$ cat src/scpr_pkg.sv
package scpr_pkg;

  localparam int unsigned MAX_PAYLOAD_DEF = 4096;

  localparam logic [7:0] CODE_END     = 8'hC0;
  localparam logic [7:0] CODE_ESC     = 8'hDB;
  localparam logic [7:0] CODE_ESC_END = 8'hDC;
  localparam logic [7:0] CODE_ESC_ESC = 8'hDD;

  localparam logic [15:0] CRC_POLY = 16'h1021;
  localparam logic [15:0] CRC_INIT = 16'hFFFF;

  localparam int unsigned HDR_BYTES = 4;
  localparam int unsigned CRC_BYTES = 2;

  localparam logic KIND_DATA   = 1'b0;
  localparam logic KIND_STATUS = 1'b1;

  typedef enum logic [1:0] {
    ST_OK      = 2'd0,
    ST_BAD_LEN = 2'd1,
    ST_BAD_CRC = 2'd2,
    ST_BAD_ESC = 2'd3
  } status_e;

  typedef struct packed {
    logic        kind;
    logic [7:0]  data_byte;
    logic [11:0] byte_index;
    logic [7:0]  frame_type;
    logic [7:0]  frame_seq;
    logic [15:0] decl_len;
    status_e     status;
  } res_t;

  // MSB-first CRC-16 update over one byte
  function automatic logic [15:0] crc_byte(logic [15:0] crc, logic [7:0] b);
    logic [15:0] c;
    c = crc ^ {b, 8'h00};
    for (int k = 0; k < 8; k++) begin
      c = c[15] ? ((c << 1) ^ CRC_POLY) : (c << 1);
    end
    return c;
  endfunction

endpackage

$ cat src/scpr_deframer.sv
module scpr_deframer import scpr_pkg::*; #(
  parameter int unsigned MAX_PAYLOAD = MAX_PAYLOAD_DEF
) (
  input  logic       clk_i,
  input  logic       rst_ni,
  input  logic       req_i,
  input  logic [7:0] rx_byte_i,
  output logic       res_valid_o,
  output res_t       res_o
);

  localparam int unsigned CAP   = MAX_PAYLOAD + HDR_BYTES + CRC_BYTES + 1;
  localparam int unsigned CNT_W = $clog2(CAP + 1);
  localparam int unsigned FRAME_OVH = HDR_BYTES + CRC_BYTES;

  logic             esc_pend_q, esc_pend_d;
  logic             esc_err_q, esc_err_d;
  logic             seen_q, seen_d;
  logic [CNT_W-1:0] count_q, count_d;
  logic [15:0]      crc_q, crc_d;
  logic [7:0]       hold_q [2];
  logic [7:0]       hold_d [2];
  logic [7:0]       type_q, type_d;
  logic [7:0]       seq_q, seq_d;
  logic [15:0]      len_q, len_d;

  always_comb begin
    logic        take;
    logic [7:0]  d;
    logic [31:0] idx;
    logic [15:0] recv;
    esc_pend_d  = esc_pend_q;
    esc_err_d   = esc_err_q;
    seen_d      = seen_q;
    count_d     = count_q;
    crc_d       = crc_q;
    hold_d      = hold_q;
    type_d      = type_q;
    seq_d       = seq_q;
    len_d       = len_q;
    take        = 1'b0;
    d           = rx_byte_i;
    idx         = 32'(count_q) - 32'(FRAME_OVH);
    recv        = {hold_q[0], hold_q[1]};
    res_valid_o = 1'b0;
    res_o       = '{kind: KIND_DATA, data_byte: 8'h00, byte_index: 12'h000,
                    frame_type: type_q, frame_seq: seq_q, decl_len: len_q,
                    status: ST_OK};

    if (req_i) begin
      if (rx_byte_i == CODE_END) begin
        if (seen_q) begin
          res_valid_o = 1'b1;
          res_o.kind  = KIND_STATUS;
          if (esc_err_q || esc_pend_q) begin
            res_o.status = ST_BAD_ESC;
          end else if (32'(count_q) < 32'(FRAME_OVH) || 32'(count_q) >= 32'(CAP) ||
                       32'(count_q) != 32'(len_q) + 32'(FRAME_OVH)) begin
            res_o.status = ST_BAD_LEN;
          end else if (recv != crc_q) begin
            res_o.status = ST_BAD_CRC;
          end
        end
        esc_pend_d = 1'b0;
        esc_err_d  = 1'b0;
        seen_d     = 1'b0;
        count_d    = '0;
        crc_d      = CRC_INIT;
        hold_d[0]  = 8'h00;
        hold_d[1]  = 8'h00;
        type_d     = 8'h00;
        seq_d      = 8'h00;
        len_d      = 16'h0000;
      end else begin
        seen_d = 1'b1;
        if (esc_pend_q) begin
          esc_pend_d = 1'b0;
          if (rx_byte_i == CODE_ESC_END) begin
            take = 1'b1;
            d    = CODE_END;
          end else if (rx_byte_i == CODE_ESC_ESC) begin
            take = 1'b1;
            d    = CODE_ESC;
          end else begin
            esc_err_d = 1'b1;
          end
        end else if (rx_byte_i == CODE_ESC) begin
          esc_pend_d = 1'b1;
        end else begin
          take = 1'b1;
        end
      end

      if (take && 32'(count_q) < 32'(CAP)) begin
        if (count_q == CNT_W'(0)) type_d = d;
        if (count_q == CNT_W'(1)) seq_d = d;
        if (count_q == CNT_W'(2)) len_d[7:0] = d;
        if (count_q == CNT_W'(3)) len_d[15:8] = d;
        if (32'(count_q) >= 32'(CRC_BYTES)) begin
          crc_d = crc_byte(crc_q, hold_q[1]);
          if (32'(count_q) >= 32'(FRAME_OVH) && !esc_err_q &&
              idx < 32'(len_q) && idx < 32'(MAX_PAYLOAD)) begin
            res_valid_o      = 1'b1;
            res_o.data_byte  = hold_q[1];
            res_o.byte_index = idx[11:0];
          end
        end
        hold_d[1] = hold_q[0];
        hold_d[0] = d;
        count_d   = count_q + CNT_W'(1);
      end
    end
  end

  always_ff @(posedge clk_i or negedge rst_ni) begin
    if (!rst_ni) begin
      esc_pend_q <= 1'b0;
      esc_err_q  <= 1'b0;
      seen_q     <= 1'b0;
      count_q    <= '0;
      crc_q      <= CRC_INIT;
      hold_q[0]  <= 8'h00;
      hold_q[1]  <= 8'h00;
      type_q     <= 8'h00;
      seq_q      <= 8'h00;
      len_q      <= 16'h0000;
    end else begin
      esc_pend_q <= esc_pend_d;
      esc_err_q  <= esc_err_d;
      seen_q     <= seen_d;
      count_q    <= count_d;
      crc_q      <= crc_d;
      hold_q     <= hold_d;
      type_q     <= type_d;
      seq_q      <= seq_d;
      len_q      <= len_d;
    end
  end

endmodule

$ cat src/scpr_out_buf.sv
module scpr_out_buf import scpr_pkg::*; (
  input  logic clk_i,
  input  logic rst_ni,
  input  logic push_i,
  input  res_t push_data_i,
  output logic ready_o,
  output logic out_valid_o,
  input  logic out_ready_i,
  output res_t out_data_o
);

  logic out_valid_q;
  logic skid_valid_q;
  res_t out_q;
  res_t skid_q;

  assign ready_o     = !skid_valid_q;
  assign out_valid_o = out_valid_q;
  assign out_data_o  = out_q;

  always_ff @(posedge clk_i or negedge rst_ni) begin
    if (!rst_ni) begin
      out_valid_q  <= 1'b0;
      skid_valid_q <= 1'b0;
    end else if (!out_valid_q || out_ready_i) begin
      if (skid_valid_q) begin
        out_valid_q  <= 1'b1;
        skid_valid_q <= 1'b0;
      end else begin
        out_valid_q <= push_i;
      end
    end else if (push_i) begin
      skid_valid_q <= 1'b1;
    end
  end

  always_ff @(posedge clk_i) begin
    if (!out_valid_q || out_ready_i) begin
      out_q <= skid_valid_q ? skid_q : push_data_i;
    end else if (push_i) begin
      skid_q <= push_data_i;
    end
  end

endmodule

$ cat src/slip_crc_packet_receiver.sv
// SLIP receiver with CRC-16/CCITT-FALSE check. Each accepted rx byte is decoded in
// the cycle it is taken; a byte that completes a payload position, or an END closing
// a non-empty frame, yields one request on the output channel. The block takes one
// byte per cycle while in_ready_o is high, with a combinational escape decode and
// an unrolled byte-wide CRC update; a two-entry output buffer absorbs one more
// result while the output stalls, after which in_ready_o drops until the consumer
// drains a result. Payload bytes beyond MAX_PAYLOAD are checked but not reported.
module slip_crc_packet_receiver import scpr_pkg::*; #(
  parameter int unsigned MAX_PAYLOAD = MAX_PAYLOAD_DEF
) (
  input  logic        clk_i,
  input  logic        rst_ni,
  input  logic        in_valid_i,
  output logic        in_ready_o,
  input  logic [7:0]  rx_byte_i,
  output logic        out_valid_o,
  input  logic        out_ready_i,
  output logic        kind_o,
  output logic [7:0]  data_byte_o,
  output logic [11:0] byte_index_o,
  output logic [7:0]  frame_type_o,
  output logic [7:0]  frame_seq_o,
  output logic [15:0] decl_len_o,
  output logic [1:0]  status_o
);

  logic req;
  logic res_valid;
  res_t res;
  res_t out_res;

  assign req = in_valid_i && in_ready_o;

  scpr_deframer #(
    .MAX_PAYLOAD(MAX_PAYLOAD)
  ) u_deframer (
    .clk_i      (clk_i),
    .rst_ni     (rst_ni),
    .req_i      (req),
    .rx_byte_i  (rx_byte_i),
    .res_valid_o(res_valid),
    .res_o      (res)
  );

  scpr_out_buf u_out_buf (
    .clk_i      (clk_i),
    .rst_ni     (rst_ni),
    .push_i     (res_valid),
    .push_data_i(res),
    .ready_o    (in_ready_o),
    .out_valid_o(out_valid_o),
    .out_ready_i(out_ready_i),
    .out_data_o (out_res)
  );

  assign kind_o       = out_res.kind;
  assign data_byte_o  = out_res.data_byte;
  assign byte_index_o = out_res.byte_index;
  assign frame_type_o = out_res.frame_type;
  assign frame_seq_o  = out_res.frame_seq;
  assign decl_len_o   = out_res.decl_len;
  assign status_o     = out_res.status;

endmodule

$ cat config.mk
export PLATFORM = sky130hd
export DESIGN_NAME = slip_crc_packet_receiver
export DESIGN_NICKNAME = d
export VERILOG_FILES = /design/src/scpr_pkg.sv /design/src/scpr_deframer.sv /design/src/scpr_out_buf.sv /design/src/slip_crc_packet_receiver.sv
export SDC_FILE = /design/constraint.sdc
export NUM_CORES = 1
export LEC_CHECK = 0
export BUFFER_PORTS_ARGS = -buffer_cell sky130_fd_sc_hd__buf_2
export CAP_MARGIN = 20
export CORE_MARGIN = 1
export CORE_UTILIZATION = 40
export DETAILED_ROUTE_END_ITERATION = 8
export GPL_TIMING_DRIVEN = 0
export PLACE_DENSITY_LB_ADDON = 0.12
export SLEW_MARGIN = 40
export SYNTH_ARGS = -nofsm -noshare
export SYNTH_HDL_FRONTEND = slang
export SYNTH_HIERARCHICAL = 1
export SYNTH_SLANG_ARGS = --single-unit
$ cat constraint.sdc
create_clock -name clk_i -period 5.3 [get_ports clk_i]
set_clock_uncertainty 0.15 [all_clocks]
set_input_delay 0.53 -clock clk_i [delete_from_list [all_inputs] [get_ports clk_i]]
set_output_delay 0.53 -clock clk_i [all_outputs]
set_load 0.01 [all_outputs]
==> flow_results.org <==
** Timing
- RSZ-0062 raised after global routing :: false
- The final count of pins violating max slew is 0.
- Period minus WS final :: around 5.0 ns
- Setup slack on the critical path of the routed design comes to 0.339 ns.
- The final hold violation count came to 0.
- Final setup TNS :: 0 ns
- Headroom to the max-slew limit came out at around two fifths.
- Setup violations remaining at the end of the flow were counted as 0.
- For the pin with the worst max-slew slack, the measured transition is roughly 0.89 ns.
- For this run, the top clock speed supported by timing is 202 MHz.
- Final clock period utilization by the worst path :: 93.6%

** Final layout
- Fraction of layout instances using a drive strength above 1 :: around a quarter
- Leaving out fill and tap cells, the most frequent cells in the layout are edfxtp_1, nand2_1, buf_2, dfrtp_1, o21ai_0.
- Final-stage net count :: 887
- Diode count :: 0
- The library cell used most frequently in the layout, excluding fill and tap cells, is edfxtp_1.
- Final instance area :: 10,700 um^2
- Layout overhead on the synthesized area :: 15.5%

** Setup path
- STA classifies the critical path endpoint as a register.
- Worst path cell trace :: clkbuf_1 -> a21oi_1 -> nand3_1 -> or3_1 -> xnor2_1 -> ha_1 -> a21o_1 -> a21oi_1 -> o211ai_1 -> nor4_2 -> nand2b_1 -> inv_1 -> nor2_4 -> buf_8 -> buf_8 -> buf_8
- Cell with the biggest individual delay on the critical path :: a21oi_1
- The startpoint identified for the worst register-to-register timing path is u_deframer/count_q[2]$_DFFE_PN0P_.
- Req. time, crit path :: ~5.3 ns
- Kind of start point of the critical path :: register
- Max Fanout on Critical Path :: 21
- Worst Path Arrival :: about 5 ns
- CP delay by family, top :: simple AND/OR/NAND/NOR gates
- Crit Path Category :: register to register
- Number of buffer and inverter stages on the critical path :: 5
- The largest single stage delay on the critical path is 0.47 ns.
- The critical path starts at u_deframer/count_q[2]$_DFFE_PN0P_.
- Counting stages on the worst path, the most repeated cell is buf_8.

** Job
- Max-cap check violation count :: 0

** Hold path
- The tightest min-delay check is of the primary input to register type.
- In this run the most critical hold path is launched from rx_byte_i[1].

** Placement
- Number of buffers added on ports :: between 60 and 70
- Post-Place Worst Slack :: 0.337 ns
- After legalization and detailed placement, the total HPWL measured between 15 and 20 mm.
- Routability-driven placement finished with a final weighted congestion of roughly 0.85.
- The placed instances occupy a cell area of between 10,000 and 15,000 um^2.

** Clock tree
- Clock-pin slew was measured on the worst setup and hold paths at roughly 0.080 ns.
- The clock reaches the later pin of the worst-skew pair after roughly 0.43 ns.
- Root Buffer Master :: clkbuf_16
- Counting along the longest clock path gives a buffer depth of 2.
- In this run the number of H-tree levels came out at 4.
- Post-CTS Repair Setup Buffers :: 0
- Inserted Clock Buffers :: 17
- CTS Sinks :: around 190
- TritonCTS built the clock tree.

** GRT
- Wire length of the first global-routing pass :: approximately 34 mm
- Vias in the first global route :: approximately 6,000
- Entering global routing, the biggest net connects approximately 50 pins.
- Initial antenna violation count :: 0
- Total overflow reported by the global router :: 0
- Overall track demand over capacity in global routing :: 18.5%

** Synth
- After synthesis, the share of flip-flops with an asynchronous set or reset is between 40 and 50%.
- Post-synthesis instance area :: 9280 um^2
- Counting flops and latches in the post-synthesis netlist gives ~190.
- Synthesized Nets :: just under 800
- Yosys warning count :: 6
- Post-synthesis sequential area ratio :: between 50% and 60%
- Mean instance size in the synthesized netlist :: roughly 12 um^2
- After technology mapping, the gate count stands at around 760.
- Primary flip-flop cell chosen by synthesis mapping :: edfxtp_1
- In this run, synthesis inferred 110 flip-flops with an integrated enable.
- Library cells used by synthesis :: 56

** Floorplan
- The initial utilization of the core area, before any placement, comes to 40.9%.
- Row generation in the floorplan step produced 55 rows.
- Die area :: 23,800 um^2
- The region available for standard cell placement spans between 20,000 and 25,000 um^2.
- Die extent in x :: about 150 um
- The floorplan step set the die height to approximately 150 um.
- During I/O placement, the number of pins put on the boundary was between 60 and 70.

** Drt
- The first TritonRoute pass finished after 4 iterations.
- In the routed design, unresolved DRC markers number 0.
- Final Routed Wirelength :: about 21 mm
- Once detail routing completed, the nets flagged for antenna violations numbered 0.
- Vias per std cell :: 5.35
- Detailed routing inserted a total of about 6,200 vias.
- DRT iter0 DRCs :: 347
- Routed length per placed instance :: between 15 and 20 um

** Power
- Leak pwr :: around 4.4 nW
- Largest voltage drop on the vdd net :: roughly 0.17 mV
- Power density relative to cell area :: 477 nW/um^2

** Status
- Run status :: complete, no violations
Yosys cell counts, drive strengths merged, types with 4 or more instances:
library cell  number  share of area (%)
edfxtp           110                 36
nand2             79                3.2
dfrtp             66                 18
mux2              56                7.9
o21ai             51                2.7
xnor2             46                4.3
nor2              38                1.5
inv               26                1.1
a21oi             25                1.3
and2              25                1.7
xor2              25                2.4
ha                23                3.1
clkbuf            21               0.85
dfstp             16                4.5
buf               15                1.1
nand3             15               0.81
nand4             13               0.88
a22o              12                1.1
nor3              10               0.54
or4                9               0.77
and3               8               0.54
nor4               7               0.54
nand2b             6               0.40
o211ai             6               0.49
o31ai              6               0.49
a211oi             5               0.54
a21o               4               0.32
a31oi              4               0.27
nand3b             4               0.32
or3                4               0.27
per-stage QoR:
step	util, %	total power, mW	instances	hold slack [ns]
global placement	44.0	3.85	1112	0.317
global route	47.2	5.43	1150	0.285
floorplan	-	3.40	759	0.0844
CTS	47.2	5.15	1150	0.271
finish	47.2	5.11	1150	0.290
detailed placement	44.6	3.90	1117	0.300
path summary, 6_finish.rpt:
kind / depth (start not counted) / slack [ns] / end
worst min register to register: 0 / 0.33 / u_out_buf/skid_q[9]$_DFFE_PP_
max in group asynchronous: 3 / 4.00 / u_deframer/crc_q[8]$_DFFE_PN1P_
min in group asynchronous: 2 / 0.41 / u_deframer/hold_q[11]$_DFFE_PN0P_
worst max register to register: 16 / 0.34 / u_out_buf/skid_q[42]$_DFFE_PP_
worst max-delay path: 16 / 0.34 / u_out_buf/skid_q[42]$_DFFE_PP_
worst min-delay path: 3 / 0.29 / u_deframer/esc_pend_q$_DFFE_PN0P_
tightest hold or removal path: cells and delay by family:
family	cells	cell delay (ns)
AO/OA/AOI/OAI	1	0.08
buffers and inverters	1	0.13
AND/OR/NAND/NOR	1	0.08
routing by layer:
metal | global-route usage (%) | up-vias | wire [um]
met4 | 5.61 | 0 | 267
met3 | 3.98 | 18 | 798
li1 | - | 2937 | -
met2 | 30.0 | 152 | 10100
met1 | 24.9 | 3045 | 10000
met5 | 0 | - | 0
flip-flops by register name (all words and copies together) (netlist names):
name / cells
u_deframer/crc_q: 16
u_deframer/seq_q: 8
u_out_buf/out_valid_o: 1
u_deframer/count_q: 13
u_deframer/hold_q: 16
u_deframer/type_q: 8
u_out_buf/skid_valid_q: 1
u_out_buf/out_data_o: 55
u_deframer/esc_err_q: 1
u_deframer/len_q: 16
u_deframer/seen_q: 1
u_deframer/esc_pend_q: 1
u_out_buf/skid_q: 55
area by class of cell:
type	instances	area [um^2]
Clock buffer	17	425
Fill cell	2054	12000
Buffer	36	188
Inverter	26	97.6
Multi-Input combinational cell	505	3690
Sequential cell	192	5380
Tap cell	285	357
Clock inverter	15	146
Timing Repair Buffer	74	449
cells by family (layout without fill, tap and decap cells):
logic type | count (synthesis) | count (layout) | share of synthesized area (%)
flops | 192 | 192 | 57.9
simple gates | 226 | 226 | 12.2
compound gates | 127 | 127 | 9.02
fa+ha+maj | 23 | 23 | 3.10
xor+xnor | 71 | 71 | 6.70
mux | 58 | 58 | 8.14
buf+inv | 62 | 168 | 2.96
power breakdown:
group	total (mW)	leakage [nW]	switching [mW]	internal, mW
sequential	2.17	2.21	0.254	1.92
clock	1.23	0.272	0.608	0.623
combinational	1.71	1.96	0.949	0.764
total	5.11	4.44	1.81	3.30
repair_timing:
action,CTS,global route
hold buffers,1,0
endpoints found under the hold margin,27,0
gates resized for setup,0,0
Power figures use the tool's default switching activity.
